--- src/rtl/core/extent_run_list_decoder_defines.svh ---
// assertion macros shared by the run list decoder modules
`ifndef EXTENT_RUN_LIST_DECODER_DEFINES_SVH
`define EXTENT_RUN_LIST_DECODER_DEFINES_SVH

// condition implies consequence in the same cycle
`define ERLD_ASSERT_NOW(label, clk, rst, ante, cons) \
   label: assert property (@(posedge clk) disable iff (rst) (ante) |-> (cons)) \
      else $error("erld same-cycle check failed");

// condition implies consequence in the next cycle
`define ERLD_ASSERT_NEXT(label, clk, rst, ante, cons) \
   label: assert property (@(posedge clk) disable iff (rst) (ante) |=> (cons)) \
      else $error("erld next-cycle check failed");

`endif

--- src/rtl/core/erld_pkg.sv ---
// package: types, codes and constants of the extent run list decoder
package erld_pkg;

   localparam int unsigned CLUSTER_BYTES_W = 22;
   localparam int unsigned PART_OFFSET_W   = 48;
   localparam int unsigned CSR_DATA_W      = 48;
   localparam int unsigned CSR_INDEX_W     = 1;

   localparam logic [CLUSTER_BYTES_W-1:0] CLUSTER_BYTES_RESET = 22'd4096;
   localparam logic [PART_OFFSET_W-1:0]   PART_OFFSET_RESET   = '0;

   localparam logic [CSR_INDEX_W-1:0] CSR_CLUSTER_BYTES    = 1'b0;
   localparam logic [CSR_INDEX_W-1:0] CSR_PARTITION_OFFSET = 1'b1;

   localparam logic [3:0] MAX_FIELD_BYTES = 4'd8;

   localparam int unsigned MID_DEPTH_DEFAULT = 2;
   localparam int unsigned OUT_DEPTH_DEFAULT = 4;

   typedef enum logic [1:0] {
      PH_HEADER,
      PH_LENGTH,
      PH_OFFSET,
      PH_SKIP
   } phase_type;

   typedef enum logic [1:0] {
      ST_RUN,
      ST_LIST_END,
      ST_TRUNCATED,
      ST_BAD_NIBBLE
   } status_type;

   typedef struct packed {
      status_type  status;
      logic        run_valid;
      logic        list_done;
      logic [63:0] run_clusters;
      logic [63:0] start_cluster;
   } run_task_type;

   typedef struct packed {
      status_type  status;
      logic        run_valid;
      logic [63:0] run_clusters;
      logic [63:0] start_cluster;
      logic [63:0] byte_address;
      logic [31:0] byte_count;
      logic        list_done;
   } run_result_type;

endpackage

--- src/rtl/core/erld_queue.sv ---
// small register queue used between the stages of the decoder
`include "extent_run_list_decoder_defines.svh"

module erld_queue import erld_pkg::*; #(
   parameter int unsigned DEPTH = MID_DEPTH_DEFAULT,
   parameter type item_type = run_task_type
) (
   input  logic                           clock,
   input  logic                           reset,
   input  logic                           push,
   input  item_type                       push_item,
   input  logic                           pop,
   output item_type                       pop_item,
   output logic [$clog2(DEPTH+1)-1:0]     level
);

   localparam int unsigned PTR_W = $clog2(DEPTH);
   localparam int unsigned LVL_W = $clog2(DEPTH + 1);

   item_type          store_ff [DEPTH];
   logic [PTR_W-1:0]  wr_ptr_ff, wr_ptr_in;
   logic [PTR_W-1:0]  rd_ptr_ff, rd_ptr_in;
   logic [LVL_W-1:0]  level_ff, level_in;

   always_comb begin
      wr_ptr_in = wr_ptr_ff;
      rd_ptr_in = rd_ptr_ff;
      if (push) begin
         wr_ptr_in = (wr_ptr_ff == PTR_W'(DEPTH - 1)) ? '0 : wr_ptr_ff + PTR_W'(1);
      end
      if (pop) begin
         rd_ptr_in = (rd_ptr_ff == PTR_W'(DEPTH - 1)) ? '0 : rd_ptr_ff + PTR_W'(1);
      end
      level_in = level_ff + LVL_W'(push) - LVL_W'(pop);
   end

   always_ff @(posedge clock) begin
      if (reset) begin
         wr_ptr_ff <= '0;
         rd_ptr_ff <= '0;
         level_ff  <= '0;
      end else begin
         wr_ptr_ff <= wr_ptr_in;
         rd_ptr_ff <= rd_ptr_in;
         level_ff  <= level_in;
      end
   end

   always_ff @(posedge clock) begin
      if (push) begin
         store_ff[wr_ptr_ff] <= push_item;
      end
   end

   assign pop_item = store_ff[rd_ptr_ff];
   assign level    = level_ff;

   `ERLD_ASSERT_NOW(a_no_push_when_full, clock, reset, level_ff == LVL_W'(DEPTH), !push)

endmodule

--- config.mk ---
export PLATFORM = sky130hd
export DESIGN_NAME = erld_queue
export DESIGN_NICKNAME = d
export VERILOG_FILES = /design/src/rtl/core/erld_pkg.sv /design/src/rtl/core/erld_queue.sv
export VERILOG_INCLUDE_DIRS = /design/src /design/src/rtl/core
export SDC_FILE = /design/constraint.sdc
export NUM_CORES = 1
export LEC_CHECK = 0
export BUFFER_PORTS_ARGS = -buffer_cell sky130_fd_sc_hd__buf_4
export CAP_MARGIN = 20
export CORE_ASPECT_RATIO = 1.2
export CORE_MARGIN = 2
export CORE_UTILIZATION = 45
export CTS_CLUSTER_SIZE = 25
export DETAILED_ROUTE_END_ITERATION = 8
export PLACE_DENSITY = 0.7
export SYNTH_ARGS = -nofsm -noshare
export SYNTH_HDL_FRONTEND = slang
export SYNTH_SLANG_ARGS = --single-unit
--- constraint.sdc ---
create_clock -name clock -period 8.6 [get_ports clock]
set_input_delay 1.29 -clock clock [delete_from_list [all_inputs] [get_ports clock]]
set_output_delay 1.29 -clock clock [all_outputs]
set_load 0.02 [all_outputs]
==> impl_metrics.py <==
metrics = {
    "placed_design": {
        "gp_congestion": 0.735,
        "port_buffers": 269,
        "hpwl_um": 12800,
        "dpl_cell_area_mm2": 0.0123,
        "dp_slack_ps": 4570,
    },
    "grt": {
        "grt.total_usage_pct": 15.5,
        "grt_max_degree": 76,
        "antenna_found_initial": 0,
        "grt_pass1_vias": 5365,
        "grt_overflow": 0,
        "grt_pass1_wl_um": 28800,
    },
    "drt": {
        "drtAntennaViolNets": 0,
        "firstDrtPassIters": 4,
        "drt_iter0_drc": 185,
        "wl_per_cell_um": 19.1,
        "vias_per_cell": 4.91,
        "drc_errors": 0,
        "num_vias": 4951,
        "finalWirelength_um": 19200,
    },
    "floorplanning": {
        "die_area_mm2": 0.0236,
        "start_util_pct": 46.0,
        "die_h_um": 168,
        "core-area_mm2": 0.0219,
        "die_w_um": 141,
        "io_pins": 270,
        "row_count": 59,
    },
    "sta": {
        "period_share_pct": 46.1,
        "slew_headroom_pct": 27.2,
        "skew_ps": 9.12,
        "setup_ws_ps": 4640,
        "setup_viol": 0,
        "rsz0062_at_grt": "no",
        "tightestPinTransition_ps": 1090,
        "fin_tns_setup_ps": 0,
        "hold_violations": 0,
        "maxSlewViolCount": 0,
        "fmax_mhz": 252,
        "fin_crit_ps": 3960,
    },
    "yosys": {
        "syn-num-nets": 568,
        "synth_seq_area_share_pct": 79.8,
        "synth_cells": 430,
        "synth_cell_type_count": 14,
        "yosys_warnings": 0,
        "ys_seq_elements": 269,
        "synth_area_mm2": 0.0101,
        "postSynthAreaPerCell_um2": 23.4,
    },
    "clocking": {
        "cts_setup_buffers": 0,
        "clock-sinks": 269,
        "cts_tree": "yes",
        "clk_pin_slew_ps": 60,
        "clk_latency_ps": 510,
        "h-tree-depth": 1,
        "cts_made_buffers": 26,
        "cts_resized": 0,
        "clock_path_buffers": 3,
        "clock_tree.root_cell": "clkbuf_16",
        "postCtsHoldBufs": 0,
    },
    "critical_path": {
        "r2r-end": "store_ff[1][32]$_DFFE_PP_",
        "critPathKind": "reg -> out",
        "cp.buffers_inverters": 2,
        "endpoint_kind": "output pin",
        "reg2reg_from": "wr_ptr_ff$_SDFFE_PP0P_",
        "cp_cell_sequence": "buf_4 > mux2_2 > buf_4",
        "cp.required_ps": 7310,
        "slowest_stage": "buf_4",
        "path_delay_family": "buffers and inverters",
        "rr_worst_depth": 2,
        "arrival_ps": 2670,
        "worstPathMaxFanout": 61,
        "crit_top_cell": "buf_4",
        "slowest_delay_ps": 840,
        "r2r_slack_ps": 6100,
        "start_kind": "flop",
    },
    "final_layout": {
        "final_common_cell": "buf_4",
        "n_antenna_cell": 0,
        "final_cell_mix": "273 x buf_4, 264 x edfxtp_1, 80 x mux2_4",
        "synthToLayoutAreaGrowth_pct": 31.3,
        "fin_area_mm2": 0.0132,
        "layout.nets": 855,
        "final_util_pct": 60.5,
        "nFillCells": 1588,
        "drive_above_1_share_pct": 60.5,
    },
    "outcome": {
        "status": "finished clean",
    },
    "power": {
        "pwr_density_cell_mw_per_mm2": 238,
        "ir_worst_vdd_uv": 185,
        "leakage_nw": 5.12,
    },
    "min_path": {
        "whs_path_depth": 2,
        "hold_class": "reg -> reg",
        "min_from": "rd_ptr_ff$_SDFFE_PP0P_",
    },
    "job": {
        "cap_viol_max_count": 0,
    },
}
[layout make-up]
cell class	count	area, um2	share of cell area, %
tap	274	343	2.59
sequential	269	8030	60.8
clock inverter	10	120	0.909
multi-input combinational	144	1900	14.3
clock buffer	36	739	5.60
timing repair buffer	274	2080	15.7
inverter	2	7.51	0.0568
[kinds of logic (layout without fill, tap and decap cells)]
| logic type | count (synthesis) | after routing | share of synthesized area [%] |
|---|---|---|---|
| AND/OR/NAND/NOR | 7 | 7 | 0.336 |
| adder cells (fa/ha/maj) | 2 | 2 | 0.249 |
| XOR/XNOR | 3 | 3 | 0.398 |
| buffers and inverters | 17 | 322 | 1.48 |
| multiplexers | 132 | 132 | 17.8 |
| flip-flops | 269 | 269 | 79.8 |
[worst reg2reg max path, cell delays in order (launching register included)]
cell and delay (ps):
dfxtp_1 410, and2_4 700, buf_4 930
[power breakdown]
group | internal (W) | switching (W)
clock | 0.000686 | 0.000448
sequential | 0.00153 | 0.0000256
combinational | 0.000228 | 0.000226
total | 0.00245 | 0.000699
[metal layers]
layer	global-route usage (%)	part of all wire [%]	routed length, um
met1	18.2	37	7200
met2	27.8	53	10100
met3	4.55	8.2	1580
met4	4.22	1.8	342
met5	0	0	0
[synth_stat cells]
cell type,number,area [um2]
and2_1,1,6.26
nor2b_1,2,12.5
buf_6,9,101
nor2_1,4,15.0
buf_8,1,15.0
buf_2,5,25.0
ha_1,2,25.0
dfxtp_1,5,100
mux2_4,80,1200
xnor3_1,1,22.5
inv_1,2,7.51
edfxtp_1,264,7930
mux2_2,52,586
xnor2_1,2,17.5
[registers in the layout, summed over array words and instances, names as in the netlist, named ones only]
signal     cells
store_ff     264
level          2
rd_ptr_ff      1
wr_ptr_ff      1
[per-stage QoR]
step	hold slack (ps)	instances	power [W]
2_1_floorplan	480	430	0.00186
3_3_place_gp	499	962	0.00203
3_5_place_dp	500	962	0.00204
4_1_cts	516	1008	0.00318
5_1_grt	546	1009	0.00326
6_report	520	1009	0.00315
[worst max-delay path by stage]
stage / startpoint / to / slack, ps / cells after the start
finish: flop / pop_item[1] / 4640 / 3
global route: flop / pop_item[1] / 4490 / 3
CTS: flop / pop_item[1] / 4010 / 3
detailed placement: flop / pop_item[1] / 4570 / 3
global placement: flop / pop_item[127] / 4620 / 3
floorplan: push / store_ff[0][0]$_DFFE_PP_ / 950 / 1
No activity file was read; power rests on OpenSTA's default activity.
