[src/rtl/core/extent_run_list_decoder_defines.svh]
// assertion macros shared by the run list decoder modules
`ifndef EXTENT_RUN_LIST_DECODER_DEFINES_SVH
`define EXTENT_RUN_LIST_DECODER_DEFINES_SVH

// condition implies consequence in the same cycle
`define ERLD_ASSERT_NOW(label, clk, rst, ante, cons) \
   label: assert property (@(posedge clk) disable iff (rst) (ante) |-> (cons)) \
      else $error("erld same-cycle check failed");

// condition implies consequence in the next cycle
`define ERLD_ASSERT_NEXT(label, clk, rst, ante, cons) \
   label: assert property (@(posedge clk) disable iff (rst) (ante) |=> (cons)) \
      else $error("erld next-cycle check failed");

`endif

[src/rtl/core/erld_pkg.sv]
// package: types, codes and constants of the extent run list decoder
package erld_pkg;

   localparam int unsigned CLUSTER_BYTES_W = 22;
   localparam int unsigned PART_OFFSET_W   = 48;
   localparam int unsigned CSR_DATA_W      = 48;
   localparam int unsigned CSR_INDEX_W     = 1;

   localparam logic [CLUSTER_BYTES_W-1:0] CLUSTER_BYTES_RESET = 22'd4096;
   localparam logic [PART_OFFSET_W-1:0]   PART_OFFSET_RESET   = '0;

   localparam logic [CSR_INDEX_W-1:0] CSR_CLUSTER_BYTES    = 1'b0;
   localparam logic [CSR_INDEX_W-1:0] CSR_PARTITION_OFFSET = 1'b1;

   localparam logic [3:0] MAX_FIELD_BYTES = 4'd8;

   localparam int unsigned MID_DEPTH_DEFAULT = 2;
   localparam int unsigned OUT_DEPTH_DEFAULT = 4;

   typedef enum logic [1:0] {
      PH_HEADER,
      PH_LENGTH,
      PH_OFFSET,
      PH_SKIP
   } phase_type;

   typedef enum logic [1:0] {
      ST_RUN,
      ST_LIST_END,
      ST_TRUNCATED,
      ST_BAD_NIBBLE
   } status_type;

   typedef struct packed {
      status_type  status;
      logic        run_valid;
      logic        list_done;
      logic [63:0] run_clusters;
      logic [63:0] start_cluster;
   } run_task_type;

   typedef struct packed {
      status_type  status;
      logic        run_valid;
      logic [63:0] run_clusters;
      logic [63:0] start_cluster;
      logic [63:0] byte_address;
      logic [31:0] byte_count;
      logic        list_done;
   } run_result_type;

endpackage

[src/rtl/core/erld_queue.sv]
// small register queue used between the stages of the decoder
`include "extent_run_list_decoder_defines.svh"

module erld_queue import erld_pkg::*; #(
   parameter int unsigned DEPTH = MID_DEPTH_DEFAULT,
   parameter type item_type = run_task_type
) (
   input  logic                           clock,
   input  logic                           reset,
   input  logic                           push,
   input  item_type                       push_item,
   input  logic                           pop,
   output item_type                       pop_item,
   output logic [$clog2(DEPTH+1)-1:0]     level
);

   localparam int unsigned PTR_W = $clog2(DEPTH);
   localparam int unsigned LVL_W = $clog2(DEPTH + 1);

   item_type          store_ff [DEPTH];
   logic [PTR_W-1:0]  wr_ptr_ff, wr_ptr_in;
   logic [PTR_W-1:0]  rd_ptr_ff, rd_ptr_in;
   logic [LVL_W-1:0]  level_ff, level_in;

   always_comb begin
      wr_ptr_in = wr_ptr_ff;
      rd_ptr_in = rd_ptr_ff;
      if (push) begin
         wr_ptr_in = (wr_ptr_ff == PTR_W'(DEPTH - 1)) ? '0 : wr_ptr_ff + PTR_W'(1);
      end
      if (pop) begin
         rd_ptr_in = (rd_ptr_ff == PTR_W'(DEPTH - 1)) ? '0 : rd_ptr_ff + PTR_W'(1);
      end
      level_in = level_ff + LVL_W'(push) - LVL_W'(pop);
   end

   always_ff @(posedge clock) begin
      if (reset) begin
         wr_ptr_ff <= '0;
         rd_ptr_ff <= '0;
         level_ff  <= '0;
      end else begin
         wr_ptr_ff <= wr_ptr_in;
         rd_ptr_ff <= rd_ptr_in;
         level_ff  <= level_in;
      end
   end

   always_ff @(posedge clock) begin
      if (push) begin
         store_ff[wr_ptr_ff] <= push_item;
      end
   end

   assign pop_item = store_ff[rd_ptr_ff];
   assign level    = level_ff;

   `ERLD_ASSERT_NOW(a_no_push_when_full, clock, reset, level_ff == LVL_W'(DEPTH), !push)

endmodule

[src/rtl/core/erld_back.sv]
// back end: address and byte count arithmetic, result queue
`include "extent_run_list_decoder_defines.svh"

module erld_back import erld_pkg::*; #(
   parameter int unsigned OUT_DEPTH = OUT_DEPTH_DEFAULT
) (
   input  logic                       clock,
   input  logic                       reset,
   input  logic [CLUSTER_BYTES_W-1:0] cluster_bytes,
   input  logic [PART_OFFSET_W-1:0]   partition_byte_offset,
   input  logic                       mid_empty,
   input  run_task_type               mid_item,
   output logic                       mid_pop,
   input  logic                       rsp_pop,
   output logic                       rsp_empty,
   output run_result_type             rsp_item
);

   localparam int unsigned OUT_LVL_W = $clog2(OUT_DEPTH + 1);
   localparam int unsigned PROD_LO_W = 32 + CLUSTER_BYTES_W;

   logic                  s1_valid_ff, s1_valid_in;
   run_task_type          s1_task_ff;
   logic [PROD_LO_W-1:0]  prod_lo_ff, prod_lo_in;
   logic [31:0]           prod_hi_ff, prod_hi_in;
   logic [31:0]           count_ff, count_in;

   logic [OUT_LVL_W-1:0]  out_level;
   logic                  out_space, out_pop;
   run_result_type        result;

   assign out_space = ({1'b0, out_level} + (OUT_LVL_W + 1)'(s1_valid_ff))
                      < (OUT_LVL_W + 1)'(OUT_DEPTH);
   assign mid_pop     = !mid_empty && out_space;
   assign s1_valid_in = mid_pop;

   // partial products of the start cluster, only low 32 bits of the upper half matter
   assign prod_lo_in = PROD_LO_W'(mid_item.start_cluster[31:0]) * PROD_LO_W'(cluster_bytes);
   assign prod_hi_in = mid_item.start_cluster[63:32] * 32'(cluster_bytes);
   assign count_in   = mid_item.run_clusters[31:0] * 32'(cluster_bytes);

   always_ff @(posedge clock) begin
      if (reset) begin
         s1_valid_ff <= 1'b0;
      end else begin
         s1_valid_ff <= s1_valid_in;
      end
   end

   always_ff @(posedge clock) begin
      if (mid_pop) begin
         s1_task_ff <= mid_item;
         prod_lo_ff <= prod_lo_in;
         prod_hi_ff <= prod_hi_in;
         count_ff   <= count_in;
      end
   end

   always_comb begin
      result               = '0;
      result.status        = s1_task_ff.status;
      result.run_valid     = s1_task_ff.run_valid;
      result.list_done     = s1_task_ff.list_done;
      result.run_clusters  = s1_task_ff.run_clusters;
      result.start_cluster = s1_task_ff.start_cluster;
      if (s1_task_ff.run_valid) begin
         result.byte_address = 64'(partition_byte_offset) + 64'(prod_lo_ff)
                               + {prod_hi_ff, 32'd0};
         result.byte_count   = count_ff;
      end
   end

   assign rsp_empty = (out_level == '0);
   assign out_pop   = rsp_pop && !rsp_empty;

   erld_queue #(
      .DEPTH     (OUT_DEPTH),
      .item_type (run_result_type)
   ) u_out_queue (
      .clock     (clock),
      .reset     (reset),
      .push      (s1_valid_ff),
      .push_item (result),
      .pop       (out_pop),
      .pop_item  (rsp_item),
      .level     (out_level)
   );

   `ERLD_ASSERT_NOW(a_stage_has_room, clock, reset, s1_valid_ff, out_level < OUT_LVL_W'(OUT_DEPTH))

endmodule

[config.mk]
export PLATFORM = sky130hd
export DESIGN_NAME = erld_back
export DESIGN_NICKNAME = d
export VERILOG_FILES = /design/src/rtl/core/erld_pkg.sv /design/src/rtl/core/erld_queue.sv /design/src/rtl/core/erld_back.sv
export VERILOG_INCLUDE_DIRS = /design/src /design/src/rtl/core
export SDC_FILE = /design/constraint.sdc
export NUM_CORES = 2
export LEC_CHECK = 0
export ABC_AREA = 1
export BUFFER_PORTS_ARGS = -buffer_cell sky130_fd_sc_hd__buf_4
export CAP_MARGIN = 30
export CORE_UTILIZATION = 40
export CTS_CLUSTER_DIAMETER = 150
export DETAILED_ROUTE_END_ITERATION = 10
export MAX_ROUTING_LAYER = met4
export REMOVE_ABC_BUFFERS = 1
export SLEW_MARGIN = 20
export SYNTH_ARGS = -nofsm -noshare
export SYNTH_HDL_FRONTEND = slang
export SYNTH_HIERARCHICAL = 1
export SYNTH_SLANG_ARGS = --single-unit
[constraint.sdc]
create_clock -name clock -period 12.9 [get_ports clock]
set_clock_uncertainty 0.05 [all_clocks]
set_input_delay 2.58 -clock clock [delete_from_list [all_inputs] [get_ports clock]]
set_output_delay 2.58 -clock clock [all_outputs]
set_load 0.05 [all_outputs]
==> metrics.md <==
| Metric | Value |
|---|---|
| Crit-path cells | `buf_4 > buf_4 > nand2_1 > fa_1 > fa_1 > fa_1 > inv_1 > fa_1 > fa_1 > fa_1 > fa_1 > ha_1 > nand2_1 > nor2_1 > nand2_1 > nor2_1 > nand2_1 > nand3_2 > nand2_1 > nand2_1 > xor2_1` |
| Top cells by area, synth | `edfxtp_1 (35%), fa_1 (27%), nand2_1 (10%), inv_1 (9.9%), ha_1 (5.4%)` |
| Seq/Total Area, Yosys | `0.347` |
| Synth cell types | `64` |
| Die W | `between 500 and 600 um` |
| First-pass DRT Iterations | `6` |
| Required @ worst endpoint | `about 13 ns` |
| Routed Antenna Nets | `0` |
| M1 WL | `~130000 um` |
| Final min period | `a little over 9 ns` |
| Most used cell, CP | `fa_1` |
| First-pass GRT wire length | `about 450000 um` |
| Most frequent cell after synthesis | `nand2_1` |
| Routed WL | `a little under 300000 um` |
| Gr ovfl total | `0` |
| Pre-CTS setup slack | `3.00 ns` |
| Worst hold path class | `reg2reg` |
| Cell Area, Synth | `101000 sq um` |
| Mean Syn Cell Area | `~9.4 sq um` |
| Vias in the first global route | `75356` |
| Final setup fails | `0` |
| Slew @ Worst Pin | `1.04 ns` |
| Synth Area in XOR/XNOR | `0.0133` |
| Routed WL per cell | `around 20 um` |
| Maximum fanout along the worst path | `59` |
| Startpoint types | `primary input` |
| Tcrit/Tclk final | `0.712` |
| TritonCTS clock tree | `built` |
| Die footprint | `between 200000 and 300000 sq um` |
| RD Place Congestion | `between 0.9 and 1` |
| DR top layer | `met4` |
| Share of the synthesized area in the top cell type | `0.345` |
| Final hold vios | `0` |
| Synthesis-to-finish area growth | `10.4%` |
| Max Cap Viol | `0` |
| Mapped Cells | `between 10000 and 15000` |
| Post-CTS sizing | `0` |
| Hold-fix buffers, CTS | `0` |
| RSZ-0062 raised after global routing | `false` |
| Synth Register Bits | `about 1200` |
| Worst Path Class, Setup | `in2reg` |
| Yosys top cell by area | `edfxtp_1` |
| Final hold slack | `0.384 ns` |
| Share of post-route cells with drive strength above 1 | `0.0722` |
| Worst path slowest cell | `buf_4` |
| Synth Area in Adders | `0.324` |
| Met3 Routed Length | `around 19000 um` |
| GRT Total Usage | `0.236` |
| Root Buffer | `clkbuf_16` |
| Via density | `between 5 and 6` |
| Final #Nets | `12867` |
| EDFF count, synth | `1162` |
| Starting Density | `0.402` |
| Multiplexer area fraction after synthesis | `0` |
| Met2 routed WL | `136000 um` |
| Data arrival, critical path | `between 9 and 10 ns` |
| Row count | `roughly 180` |
| Clock transition at path regs | `0.06 ns` |
| Num ports | `approximately 440` |
| Max-slew headroom | `0.304` |
| Combinational family with the most area after synthesis | `adder cells` |
| Core footprint | `approximately 250000 sq um` |
| Clock Path Buffers | `3` |
| Largest net degree at the start of global routing | `207` |
| Post-CTS Setup Bufs | `0` |
| Clk_lat worst skew | `about 0.84 ns` |
| Fraction of registers with async set/reset | `0` |
| Area fraction in compound gates after synthesis | `0.0679` |
| Critical Path Sink Type | `flip-flop` |
| DRC viols | `0` |
| Status | `finished clean` |
| Max Slew Vio Count | `0` |
| IO buf count | `435` |
| Post-synthesis simple-gate area fraction | `0.127` |
| Fmax | `~110 MHz` |
| CP max stage delay | `about 0.66 ns` |
| Via count | `roughly 70000` |
| DR iter-0 viols | `between 4000 and 5000` |
| Clock sink count | `roughly 1200` |
| Htree depth | `4` |
| Primary FF master, synth | `edfxtp_1` |
| Yosys synthesis warning count | `6` |
| Fin worst setup slack | `3.71 ns` |
| Post-synth top cells | `nand2_1 (2718), inv_1 (2657), fa_1 (1361), edfxtp_1 (1162), a21oi_1 (451)` |
| Hpwl dp | `215000 um` |
| Die height | `roughly 500 um` |
| Total CTS buffers | `138` |
| Initial antenna violation count | `12` |
==> cells by family after synthesis <==
kind of cell / after synthesis
adder cells (fa/ha/maj): 1797
AND/OR/NAND/NOR: 3261
buffers and inverters: 3160
flip-flops: 1172
XOR/XNOR: 153
AO/OA/AOI/OAI: 1178
==> worst paths after layout <==
path	startpoint	to	slack [ns]	depth (start not counted)
min	result[123]	u_out_queue/store_ff[2][123]	0.38	0
max reg2reg	u_out_queue/wr_ptr_ff[0]	u_out_queue/store_ff[2][172]	9.05	7
max	cluster_bytes[1]	prod_lo_ff[25]	3.71	21
min reg2reg	result[123]	u_out_queue/store_ff[2][123]	0.38	0
==> sequential cells by signal, indices dropped and copies added, names as in the netlist, named ones only <==
name                   flops
prod_hi_ff                32
u_out_queue/level          3
result                   132
prod_lo_ff                54
count_ff                  32
u_out_queue/store_ff     912
u_out_queue/rd_ptr_ff      2
s1_valid_ff                1
u_out_queue/wr_ptr_ff      2
==> per-layer routing <==
layer,up-vias,track usage
met2,2352,0.377
met3,404,0.0366
met1,36361,0.310
met4,0,0.0703
met5,-,-
li1,32848,-
==> stage by stage <==
step	utilization	std cells	setup TNS (ns)	area, sq um
6_report	0.444	14337	0	112000
4_1_cts	0.444	14325	0	112000
2_1_floorplan	-	10229	-1294.10	98900
3_3_place_gp	0.426	14072	0	107000
3_5_place_dp	0.426	14072	0	107000
5_1_grt	0.444	14331	0	112000
==> critical path, delay by kind of cell <==
kind	cells	cell delay [ns]
fa+ha+maj	8	3.94
simple gates	9	1.39
buf+inv	3	1.27
xor+xnor	1	0.38
==> area by class of cell <==
class | count | area, sq um
diodes | 12 | 30.0
clock buffers | 154 | 3510
clock inverters | 99 | 1120
fillers | 23964 | 140000
inverters | 2668 | 10100
multi-input cells | 6389 | 53800
flip-flops and latches | 1172 | 35100
well taps | 3348 | 4190
repair buffers | 495 | 3800
==> cells in the final DEF, fill, tap and decap left out, drive strengths merged, types with 13 or more instances in the layout <==
master | Yosys | layout
clkinv | 0 | 70
bufinv | 0 | 13
o21a | 13 | 13
fa | 1361 | 1361
o211ai | 232 | 232
edfxtp | 1162 | 1162
xor2 | 103 | 103
o21ai | 369 | 369
a31oi | 22 | 22
nand3 | 135 | 135
a21o | 32 | 32
xnor2 | 50 | 50
nand4 | 26 | 26
buf | 294 | 495
o21bai | 20 | 20
ha | 436 | 436
a21oi | 457 | 457
inv | 2668 | 2679
nor3 | 23 | 23
clkbuf | 198 | 154
nor2 | 300 | 300
nand2 | 2736 | 2736
Power is not shown: default switching activity piles up to over one toggle a cycle in this logic, so the estimate is an artifact.
