$ cat config.mk
export PLATFORM = sky130hd
export DESIGN_NAME = erld_front
export DESIGN_NICKNAME = d
export VERILOG_FILES = /design/src/rtl/core/erld_pkg.sv /design/src/rtl/core/erld_front.sv
export VERILOG_INCLUDE_DIRS = /design/src /design/src/rtl/core
export SDC_FILE = /design/constraint.sdc
export NUM_CORES = 1
export LEC_CHECK = 0
export BUFFER_PORTS_ARGS = -buffer_cell sky130_fd_sc_hd__buf_2
export CAP_MARGIN = 0
export CORE_MARGIN = 10
export CORE_UTILIZATION = 52
export CTS_BUF_LIST = sky130_fd_sc_hd__clkbuf_2
export DETAILED_ROUTE_END_ITERATION = 16
export GPL_ROUTABILITY_DRIVEN = 0
export PLACE_DENSITY = 0.79
export SYNTH_ARGS = -nofsm -noshare
export SYNTH_HDL_FRONTEND = slang
export SYNTH_SLANG_ARGS = --single-unit
$ cat constraint.sdc
create_clock -name clock -period 8.6 [get_ports clock]
set_clock_uncertainty 0.2 [all_clocks]
set_input_delay 0.86 -clock clock [delete_from_list [all_inputs] [get_ports clock]]
set_output_delay 0.86 -clock clock [all_outputs]
set_load 0.01 [all_outputs]
$ cat src/rtl/core/extent_run_list_decoder_defines.svh
// assertion macros shared by the run list decoder modules
`ifndef EXTENT_RUN_LIST_DECODER_DEFINES_SVH
`define EXTENT_RUN_LIST_DECODER_DEFINES_SVH

// condition implies consequence in the same cycle
`define ERLD_ASSERT_NOW(label, clk, rst, ante, cons) \
   label: assert property (@(posedge clk) disable iff (rst) (ante) |-> (cons)) \
      else $error("erld same-cycle check failed");

// condition implies consequence in the next cycle
`define ERLD_ASSERT_NEXT(label, clk, rst, ante, cons) \
   label: assert property (@(posedge clk) disable iff (rst) (ante) |=> (cons)) \
      else $error("erld next-cycle check failed");

`endif

$ cat src/rtl/core/erld_pkg.sv
// package: types, codes and constants of the extent run list decoder
package erld_pkg;

   localparam int unsigned CLUSTER_BYTES_W = 22;
   localparam int unsigned PART_OFFSET_W   = 48;
   localparam int unsigned CSR_DATA_W      = 48;
   localparam int unsigned CSR_INDEX_W     = 1;

   localparam logic [CLUSTER_BYTES_W-1:0] CLUSTER_BYTES_RESET = 22'd4096;
   localparam logic [PART_OFFSET_W-1:0]   PART_OFFSET_RESET   = '0;

   localparam logic [CSR_INDEX_W-1:0] CSR_CLUSTER_BYTES    = 1'b0;
   localparam logic [CSR_INDEX_W-1:0] CSR_PARTITION_OFFSET = 1'b1;

   localparam logic [3:0] MAX_FIELD_BYTES = 4'd8;

   localparam int unsigned MID_DEPTH_DEFAULT = 2;
   localparam int unsigned OUT_DEPTH_DEFAULT = 4;

   typedef enum logic [1:0] {
      PH_HEADER,
      PH_LENGTH,
      PH_OFFSET,
      PH_SKIP
   } phase_type;

   typedef enum logic [1:0] {
      ST_RUN,
      ST_LIST_END,
      ST_TRUNCATED,
      ST_BAD_NIBBLE
   } status_type;

   typedef struct packed {
      status_type  status;
      logic        run_valid;
      logic        list_done;
      logic [63:0] run_clusters;
      logic [63:0] start_cluster;
   } run_task_type;

   typedef struct packed {
      status_type  status;
      logic        run_valid;
      logic [63:0] run_clusters;
      logic [63:0] start_cluster;
      logic [63:0] byte_address;
      logic [31:0] byte_count;
      logic        list_done;
   } run_result_type;

endpackage

$ cat src/rtl/core/erld_front.sv
// front end: walks the run list bytes and emits one task per finished run or list event
`include "extent_run_list_decoder_defines.svh"

module erld_front import erld_pkg::*; (
   input  logic         clock,
   input  logic         reset,
   input  logic         accept,
   input  logic [7:0]   run_byte,
   input  logic         list_end,
   output logic         emit,
   output run_task_type emit_task
);

   phase_type   phase_ff, phase_in;
   logic [3:0]  len_left_ff, len_left_in;
   logic [3:0]  off_left_ff, off_left_in;
   logic [3:0]  off_width_ff, off_width_in;
   logic [2:0]  pos_ff, pos_in;
   logic [63:0] len_acc_ff, len_acc_in;
   logic [63:0] off_acc_ff, off_acc_in;
   logic [63:0] cur_ff, cur_in;

   logic [3:0]  hdr_lo, hdr_hi;
   logic        hdr_zero, hdr_bad;
   logic [3:0]  len_left_dec, off_left_dec;
   logic        len_done, off_done;
   logic [63:0] byte_shifted, len_acc_nxt, off_acc_nxt;
   logic [63:0] fin_len, fin_off, off_ext, ext_mask, cur_nxt;
   logic [5:0]  sign_idx;
   logic        run_finish;

   assign hdr_lo   = run_byte[3:0];
   assign hdr_hi   = run_byte[7:4];
   assign hdr_zero = (run_byte == 8'd0);
   assign hdr_bad  = (hdr_lo > MAX_FIELD_BYTES) || (hdr_hi > MAX_FIELD_BYTES);

   assign len_left_dec = len_left_ff - 4'd1;
   assign off_left_dec = off_left_ff - 4'd1;
   assign len_done     = (len_left_dec == 4'd0);
   assign off_done     = (off_left_dec == 4'd0);

   assign byte_shifted = 64'(run_byte) << {pos_ff, 3'b000};
   assign len_acc_nxt  = len_acc_ff | byte_shifted;
   assign off_acc_nxt  = off_acc_ff | byte_shifted;

   assign fin_len = (phase_ff == PH_LENGTH) ? len_acc_nxt : len_acc_ff;
   assign fin_off = (phase_ff == PH_OFFSET) ? off_acc_nxt : off_acc_ff;

   // sign extension from the offset field width
   assign sign_idx = {off_width_ff[2:0], 3'b000} - 6'd1;
   assign ext_mask = ~64'd0 << {off_width_ff[2:0], 3'b000};
   assign off_ext  = (off_width_ff != 4'd0 && off_width_ff < MAX_FIELD_BYTES
                      && fin_off[sign_idx]) ? (fin_off | ext_mask) : fin_off;
   assign cur_nxt  = cur_ff + off_ext;

   assign run_finish = ((phase_ff == PH_LENGTH) && len_done && (off_left_ff == 4'd0))
                    || ((phase_ff == PH_OFFSET) && off_done);

   always_comb begin
      phase_in = phase_ff;
      if (accept) begin
         if (list_end) begin
            phase_in = PH_HEADER;
         end else begin
            unique case (phase_ff)
               PH_HEADER: begin
                  if (hdr_zero || hdr_bad) begin
                     phase_in = PH_SKIP;
                  end else if (hdr_lo != 4'd0) begin
                     phase_in = PH_LENGTH;
                  end else begin
                     phase_in = PH_OFFSET;
                  end
               end
               PH_LENGTH: begin
                  if (len_done) begin
                     phase_in = (off_left_ff == 4'd0) ? PH_HEADER : PH_OFFSET;
                  end
               end
               PH_OFFSET: begin
                  if (off_done) begin
                     phase_in = PH_HEADER;
                  end
               end
               PH_SKIP: begin
                  phase_in = PH_SKIP;
               end
            endcase
         end
      end
   end

   always_comb begin
      emit      = 1'b0;
      emit_task = '0;
      if (accept) begin
         unique case (phase_ff) inside
            PH_HEADER: begin
               emit                = hdr_zero || hdr_bad || list_end;
               emit_task.list_done = 1'b1;
               if (hdr_zero) begin
                  emit_task.status = ST_LIST_END;
               end else if (hdr_bad) begin
                  emit_task.status = ST_BAD_NIBBLE;
               end else begin
                  emit_task.status = ST_TRUNCATED;
               end
            end
            PH_LENGTH, PH_OFFSET: begin
               if (run_finish) begin
                  emit                    = 1'b1;
                  emit_task.status        = ST_RUN;
                  emit_task.run_valid     = 1'b1;
                  emit_task.list_done     = list_end;
                  emit_task.run_clusters  = fin_len;
                  emit_task.start_cluster = cur_nxt;
               end else if (list_end) begin
                  emit                = 1'b1;
                  emit_task.status    = ST_TRUNCATED;
                  emit_task.list_done = 1'b1;
               end
            end
            PH_SKIP: begin
               emit = 1'b0;
            end
         endcase
      end
   end

   always_comb begin
      len_left_in  = len_left_ff;
      off_left_in  = off_left_ff;
      off_width_in = off_width_ff;
      pos_in       = pos_ff;
      len_acc_in   = len_acc_ff;
      off_acc_in   = off_acc_ff;
      cur_in       = cur_ff;
      if (accept) begin
         if (list_end) begin
            len_left_in  = '0;
            off_left_in  = '0;
            off_width_in = '0;
            pos_in       = '0;
            len_acc_in   = '0;
            off_acc_in   = '0;
            cur_in       = '0;
         end else if (run_finish) begin
            len_left_in  = '0;
            off_left_in  = '0;
            off_width_in = '0;
            pos_in       = '0;
            len_acc_in   = '0;
            off_acc_in   = '0;
            cur_in       = cur_nxt;
         end else begin
            case (phase_ff)
               PH_HEADER: begin
                  if (!hdr_zero && !hdr_bad) begin
                     len_left_in  = hdr_lo;
                     off_left_in  = hdr_hi;
                     off_width_in = hdr_hi;
                     pos_in       = '0;
                     len_acc_in   = '0;
                     off_acc_in   = '0;
                  end
               end
               PH_LENGTH: begin
                  len_acc_in  = len_acc_nxt;
                  len_left_in = len_left_dec;
                  pos_in      = len_done ? 3'd0 : pos_ff + 3'd1;
               end
               PH_OFFSET: begin
                  off_acc_in  = off_acc_nxt;
                  off_left_in = off_left_dec;
                  pos_in      = pos_ff + 3'd1;
               end
               default: begin
                  pos_in = pos_ff;
               end
            endcase
         end
      end
   end

   always_ff @(posedge clock) begin
      if (reset) begin
         phase_ff     <= PH_HEADER;
         len_left_ff  <= '0;
         off_left_ff  <= '0;
         off_width_ff <= '0;
         pos_ff       <= '0;
         len_acc_ff   <= '0;
         off_acc_ff   <= '0;
         cur_ff       <= '0;
      end else begin
         phase_ff     <= phase_in;
         len_left_ff  <= len_left_in;
         off_left_ff  <= off_left_in;
         off_width_ff <= off_width_in;
         pos_ff       <= pos_in;
         len_acc_ff   <= len_acc_in;
         off_acc_ff   <= off_acc_in;
         cur_ff       <= cur_in;
      end
   end

   `ERLD_ASSERT_NEXT(a_list_end_restarts, clock, reset, accept && list_end, (phase_ff == PH_HEADER) && (cur_ff == 64'd0))

endmodule

==> summary.txt, run 1 <==
Run status
  • Result of the run: finished clean

Final layout
  • Commonest cells after routing, fill and taps aside: 341 x nor2_1, 337 x a21oi_1, 209 x dfxtp_1
  • Fin util: 57.37%
  • P&R area growth vs syn: 9.219%
  • Final nets: approximately 2000
  • Layout cell share with drive strength beyond 1: 13.40%
  • Most frequent standard cell in the layout excluding fill and tap cells: nor2_1

Worst setup path
  • Launching element type of the critical path: flop
  • Data arrival time at the worst-slack endpoint: 6.87 ns
  • Worst path required time: 7.54 ns
  • Critical path start-end classification: reg2out
  • Slowest cell on crit path: dfxtp_1
  • Slowest cell delay on critical path: 0.45 ns
  • Cell repeated most along the worst path: nand2_1
  • Maximum fanout count along the critical path: 18
  • Kind of end point of the critical path: primary output

Routing
  • Starting DRC count in detailed routing: approximately 1500
  • Overall routed net length: 39930 um
  • Detailed Routing Iterations Pass 1: 8
  • DRC errors left: 0
  • Mean number of vias per cell: 5.951
  • Average routed wire per standard cell: 17.57 um
  • Via count of the routed design: between 10000 and 15000
  • Detail Route Antenna Nets: 0

Power and ir drop
  • Static Leak: 0.006401 uW
  • Max rail drop VDD: approximately 130 uV
  • Power density over the cells: 129.5 mW/mm2
  • Total power: 1860 uW

Global route
  • Pin count of the biggest net entering global routing: 95
  • Global Route Usage Sum: 23.79%
  • Antenna violations before repair: 1
  • Wire length of the first global-routing pass: approximately 63000 um
  • Aggregate global routing overflow: 0
  • Vias in the first global route: between 10000 and 15000

Die
  • Row count: 58
  • Die boundary height: 179.0 um
  • Chip Width: ~180 um
  • Starting utilization of the core area: 52.53%
  • Core Area: 0.02504 mm2
  • Die area: 0.03205 mm2
  • Boundary pin count: 145

Clock network
  • Post-CTS resize count: 0
  • H-Tree Depth: 2
  • Sinks on Clock Net: 209
  • Post-CTS Setup Inserts: 0
  • CTS Buffer Depth: 3
  • Total clock buffers created by CTS: 54
  • CTS clk-pin slew, worst paths: 0.11 ns
  • Skew-Pair Late Insertion Delay: 0.90 ns
  • Clock tree from TritonCTS: built
  • Clock Tree Root: clkbuf_2
  • Hold Buf Count CTS: 0

STA
  • Worst-margin pin slew: between 1 and 1.5 ns
  • RSZ-0062 raised after global routing: false
  • Count of endpoints failing setup in the final report: 0
  • Final Hold Fails: 0
  • Min cycle time layout: 7.932 ns
  • Max transition margin: 25.22%
  • Period utilization: between 90% and 100%
  • Count of pins over their slew limit: 0
  • Fin worst setup slack: 0.6676 ns
  • Max Clock Freq: 126.1 MHz
  • Final sum of negative setup slack: 0 ns
  • Final-layout worst hold slack: 0.1922 ns

Synthesis
  • Cell Area, Synth: between 0.01 and 0.015 mm2
  • Share of the synthesized area in the top cell type: 31.81%
  • FF+latch count, synth: 209
  • Main area contributors after synthesis: dfxtp_1 32%, a21oi_1 13%, nor2_1 9.7%
  • Mean post-synth cell area: 7.294 um2
  • Fraction of synthesis flops using an asynchronous set or reset pin: 0%
  • Post-Syn Nets: 1909
  • Warning count from the yosys run: 0
  • Proportion of synthesized chip area in sequential cells: between 30% and 40%
  • Post-synth cell types: 68
  • Largest area contributor in the netlist: dfxtp_1
  • Top_reg_cell synth: dfxtp_1
  • Post-synth EDFFs: 0
  • Number of cells produced by synthesis: 1803

Place
  • Post-DP HPWL: 28900 um
  • Post-place setup slack: 1.363 ns
  • I/O Buffers: 144

Run
  • Max-capacitance violation count: 0

Worst hold path
  • Worst hold-check path type: in2reg
[sequential cells by signal, summed over array words and instances, names as in the netlist]
register / flops
off_width_ff: 4
len_acc_ff: 64
pos_ff: 3
phase_ff: 2
off_left_ff: 4
len_left_ff: 4
cur_ff: 64
off_acc_ff: 64
[metal layers]
metal,up-vias,global-route usage (%),share of wire (%)
met4,0,7.682,2.5
met1,6261,31.23,43
met5,-,0,0
li1,6528,-,-
met3,95,4.570,9.1
met2,636,38.48,46
[Yosys cell counts (all sizes together), types with 6 or more instances]
library cell  instances
a21o                 24
mux2i                 6
a211oi                7
and2                 31
xnor2                32
o21bai               17
inv                  43
nor2b                16
o31ai                13
dfxtp               209
a31oi                15
o21a                  9
o211ai                6
o21ai                74
and3                 13
or3                   7
nand2               158
a21oi               339
a22oi                12
clkbuf               92
nor3                 46
a211o                32
ha                   93
xor2                 29
buf                  25
nand3                20
nand2b                7
nor2                341
nand4                19
[cell families (layout without fill, tap and decap cells)]
family,after synthesis,after routing,share of synthesized area (%)
simple gates,680,680,22.46
xor+xnor,61,61,4.062
other cells,0,1,0
flops,209,209,31.81
mux,10,10,0.7992
compound gates,589,589,26.41
buf+inv,160,298,5.451
fa+ha+maj,94,94,9.000
[worst max-delay path: cells and delay by family, from the launching register on]
family | cells | cell delay [ns]
DFF | 1 | 0.45
and+or+nand+nor | 7 | 1.35
muxes | 2 | 0.39
buffers and inverters | 4 | 0.64
AOI/OAI and AO/OA | 9 | 2.04
adders and majority gates | 3 | 1.10
[path summary, 6_finish.rpt]
kind	startpoint	slack, ns	end	depth (start not counted)
setup / recovery	phase_ff[0]$_SDFFE_PP0P_	0.67	emit_task[62]	25
hold / removal	accept	0.19	off_width_ff[0]$_SDFFE_PP0P_	3
setup reg to reg	phase_ff[0]$_SDFFE_PP0P_	2.41	cur_ff[52]$_SDFFE_PP0P_	23
hold reg to reg	len_acc_ff[19]$_SDFFE_PP0P_	0.27	len_acc_ff[19]$_SDFFE_PP0P_	2
[where the power goes]
part	switching (uW)	total, uW	internal, uW
combinational	127	174	46.8
sequential	7.21	981	974
clock	430	704	275
total	564	1860	1300
[final cells by class]
| type | count | area (um2) |
|---|---|---|
| multi-input combinational | 1434 | 8273 |
| clock buffer | 76 | 380.4 |
| tap | 330 | 412.9 |
| timing repair buffer | 158 | 825.8 |
| antenna | 1 | 2.502 |
| fill | 2408 | 10670 |
| clock inverter | 21 | 123.9 |
| sequential | 209 | 4184 |
| inverter | 43 | 161.4 |
[metrics by stage]
| step | cell area, um2 | cells |
|---|---|---|
| 6_report | 14360 | 2272 |
| 5_1_grt | 14360 | 2272 |
| 4_1_cts | 14360 | 2271 |
| 3_5_place_dp | 13850 | 2174 |
| 3_3_place_gp | 13850 | 2174 |
| 2_1_floorplan | 13150 | 1803 |
Note: power is estimated with default switching activity, not from simulation.
==> run 2: changes to the inputs <==
--- a/config.mk
+++ b/config.mk
@@ -13,6 +13,7 @@
 export CTS_BUF_LIST = sky130_fd_sc_hd__clkbuf_2
 export DETAILED_ROUTE_END_ITERATION = 16
 export GPL_ROUTABILITY_DRIVEN = 0
+export GPL_TIMING_DRIVEN = 0
 export PLACE_DENSITY = 0.79
 export SYNTH_ARGS = -nofsm -noshare
 export SYNTH_HDL_FRONTEND = slang
==> run 2 against run 1 <==
Clock-buffer cell count down 2. Sequential cell count unchanged. Final area up 3.2%. Maximum frequency down 2.9%. Wire length up 9.9%. Final cell count up 4.6%. Critical path depth up 2. Worst hold slack better by 0.013 ns. Die area unchanged. Critical path type unchanged. Clock power up 5.7%. Combinational power up 17%.
==> summary.txt, run 2 (same netlist as run 1, synthesis figures left out) <==
Power and ir drop
  • Power density over the cells: 130.2 mW/mm2
  • Static Leak: 0.006571 uW
  • Max rail drop VDD: 109.3 uV
  • Total power: 1930 uW

STA
  • Period utilization: 94.95%
  • Final Hold Fails: 0
  • Final sum of negative setup slack: 0 ns
  • Count of pins over their slew limit: 0
  • Max Clock Freq: roughly 120 MHz
  • Final-layout worst hold slack: 0.2056 ns
  • Worst-margin pin slew: around 1.3 ns
  • Max transition margin: 10.70%
  • Count of endpoints failing setup in the final report: 0
  • Min cycle time layout: 8.166 ns
  • RSZ-0062 raised after global routing: false

Global route
  • Antenna violations before repair: 1
  • Vias in the first global route: about 13000
  • Aggregate global routing overflow: 0
  • Wire length of the first global-routing pass: 67740 um
  • Global Route Usage Sum: 26.22%
  • Pin count of the biggest net entering global routing: 16

Routing
  • Met2 wire len: between 15000 and 20000 um
  • DRC errors left: 0
  • Mean number of vias per cell: 5.991
  • Detailed Routing Iterations Pass 1: 8
  • Overall routed net length: 43900 um
  • Post-Route M1 WL: between 15000 and 20000 um
  • Starting DRC count in detailed routing: between 1500 and 2000
  • Routed wl met3: 4712 um
  • Highest signal layer in the routed design: met5
  • Via count of the routed design: 14235
  • Detail Route Antenna Nets: 0
  • Average routed wire per standard cell: ~18 um

Worst setup path
  • Maximum fanout count along the critical path: 10
  • Launching element type of the critical path: flop
  • Logic depth of the worst register-to-register path: 24
  • Data arrival time at the worst-slack endpoint: 7.11 ns
  • Critical path start-end classification: reg2out
  • Kind of end point of the critical path: primary output
  • Worst path required time: between 7 and 8 ns

Place
  • I/O Buffers: 141
  • Post-DP HPWL: between 30000 and 40000 um
  • Cell Area, Placed: 0.01427 mm2

Final layout
  • Summed area of non-filler cells in the final layout: 0.01483 mm2
  • Filler Cells Inserted: 2404
  • Fin util: around three fifths
  • Commonest cells after routing, fill and taps aside: 341 x nor2_1, 338 x a21oi_1, 209 x dfxtp_1
  • Most frequent standard cell in the layout excluding fill and tap cells: nor2_1
  • P&R area growth vs syn: 12.73%
  • Regs by FF count: cur_ff x64, len_acc_ff x64, off_acc_ff x64
  • Final nets: between 2000 and 2500
  • Layout cell share with drive strength beyond 1: 12.86%

Die
  • Starting utilization of the core area: 52.53%
  • Die boundary height: ~180 um
  • Die area: between 0.03 and 0.04 mm2
  • Chip Width: 179.0 um
  • Core Area: 0.02504 mm2
  • Row count: 58
  • Boundary pin count: roughly 150

Clock network
  • Clock Tree Root: clkbuf_2
  • Sinks on Clock Net: about 210
  • Skew-Pair Late Insertion Delay: 0.91 ns
  • Total clock buffers created by CTS: 56
  • H-Tree Depth: 2
  • CTS Buffer Depth: 3
  • Clock tree from TritonCTS: built
  • CTS clk-pin slew, worst paths: 0.09 ns

Run
  • Max-capacitance violation count: 0

Worst hold path
  • Worst hold-check path type: in2reg
  • Worst hold path stage count: 4

Run status
  • Result of the run: finished clean
==> run 2: changes by cell type in the layout (fill, tap and decap cells not counted), moves of 2 or more <==
cell and change:
clkinv_1 +4, inv_2 +2, buf_6 +14, clkbuf_1 +90, buf_4 -11, buf_1 +6
==> run 2: layout make-up <==
class | count | area, um2 | area share [%]
Tap cell | 330 | 412.9 | 2.785
Buffer | 117 | 558.0 | 3.764
Antenna cell | 1 | 2.502 | 0.01688
Sequential cell | 209 | 4184 | 28.22
Multi-Input combinational cell | 1434 | 8263 | 55.73
Timing Repair Buffer | 142 | 713.2 | 4.811
Inverter | 43 | 161.4 | 1.089
Clock inverter | 26 | 160.2 | 1.080
Clock buffer | 74 | 370.4 | 2.498
==> run 2: metrics by stage <==
stage,worst slack [ns],std cells
final,0.4341,2376
after global routing,0.05289,2376
after CTS,0.1663,2374
after detailed placement,0.6304,2274
after global placement,0.6257,2274
after floorplan,2.251,1803
==> run 2: worst paths after layout <==
path | start | to | slack, ns
worst max-delay path | phase_ff[0]$_SDFFE_PP0P_ | emit_task[62] | 0.43
worst min-delay path | accept | off_width_ff[1]$_SDFFE_PP0P_ | 0.21
worst max register to register | phase_ff[0]$_SDFFE_PP0P_ | cur_ff[52]$_SDFFE_PP0P_ | 2.19
worst min register to register | cur_ff[61]$_SDFFE_PP0P_ | cur_ff[61]$_SDFFE_PP0P_ | 0.27
==> run 2: critical path, stage by stage (launching register included) <==
cell      delay, ns
dfxtp_1        0.43
inv_1          0.09
ha_1           0.19
clkbuf_1       0.21
nand2_1        0.10
nor2_1         0.09
a31oi_1        0.27
mux2_2         0.22
a211oi_1       0.06
o21ai_1        0.37
clkbuf_2       0.32
inv_1          0.10
nand2_1        0.28
nand2_1        0.12
ha_1           0.24
fa_1           0.43
a21o_1         0.22
a221oi_2       0.44
or4_1          0.20
o211ai_2       0.15
o211ai_1       0.22
buf_4          0.17
and4_1         0.29
o21ai_0        0.15
and2_0         0.27
mux2i_1        0.16
o311ai_0       0.20
buf_2          0.23
==> run 2: routing by layer <==
layer | up-vias | GRT usage, %
li1 | 6757 | -
met1 | 6585 | 34.07
met2 | 763 | 41.44
met3 | 128 | 5.392
met4 | 2 | 11.02
met5 | - | 0
==> run 2: power by group <==
part	leakage [uW]	switching [uW]	internal, uW
Sequential	0.00168	7.15	974
Combinational	0.00450	145	59.1
Clock	0.000391	444	301
Total	0.00657	596	1330
==> run 2: what timing repair did <==
item | CTS | global route
resized for setup | 1 | 6
pin swaps | 0 | 1
endpoints found under the setup margin | 1 | 18
hold buffers | 0 | 0
cloned | 0 | 0
endpoints found under the hold margin | 0 | 0
setup buffers | 0 | 1
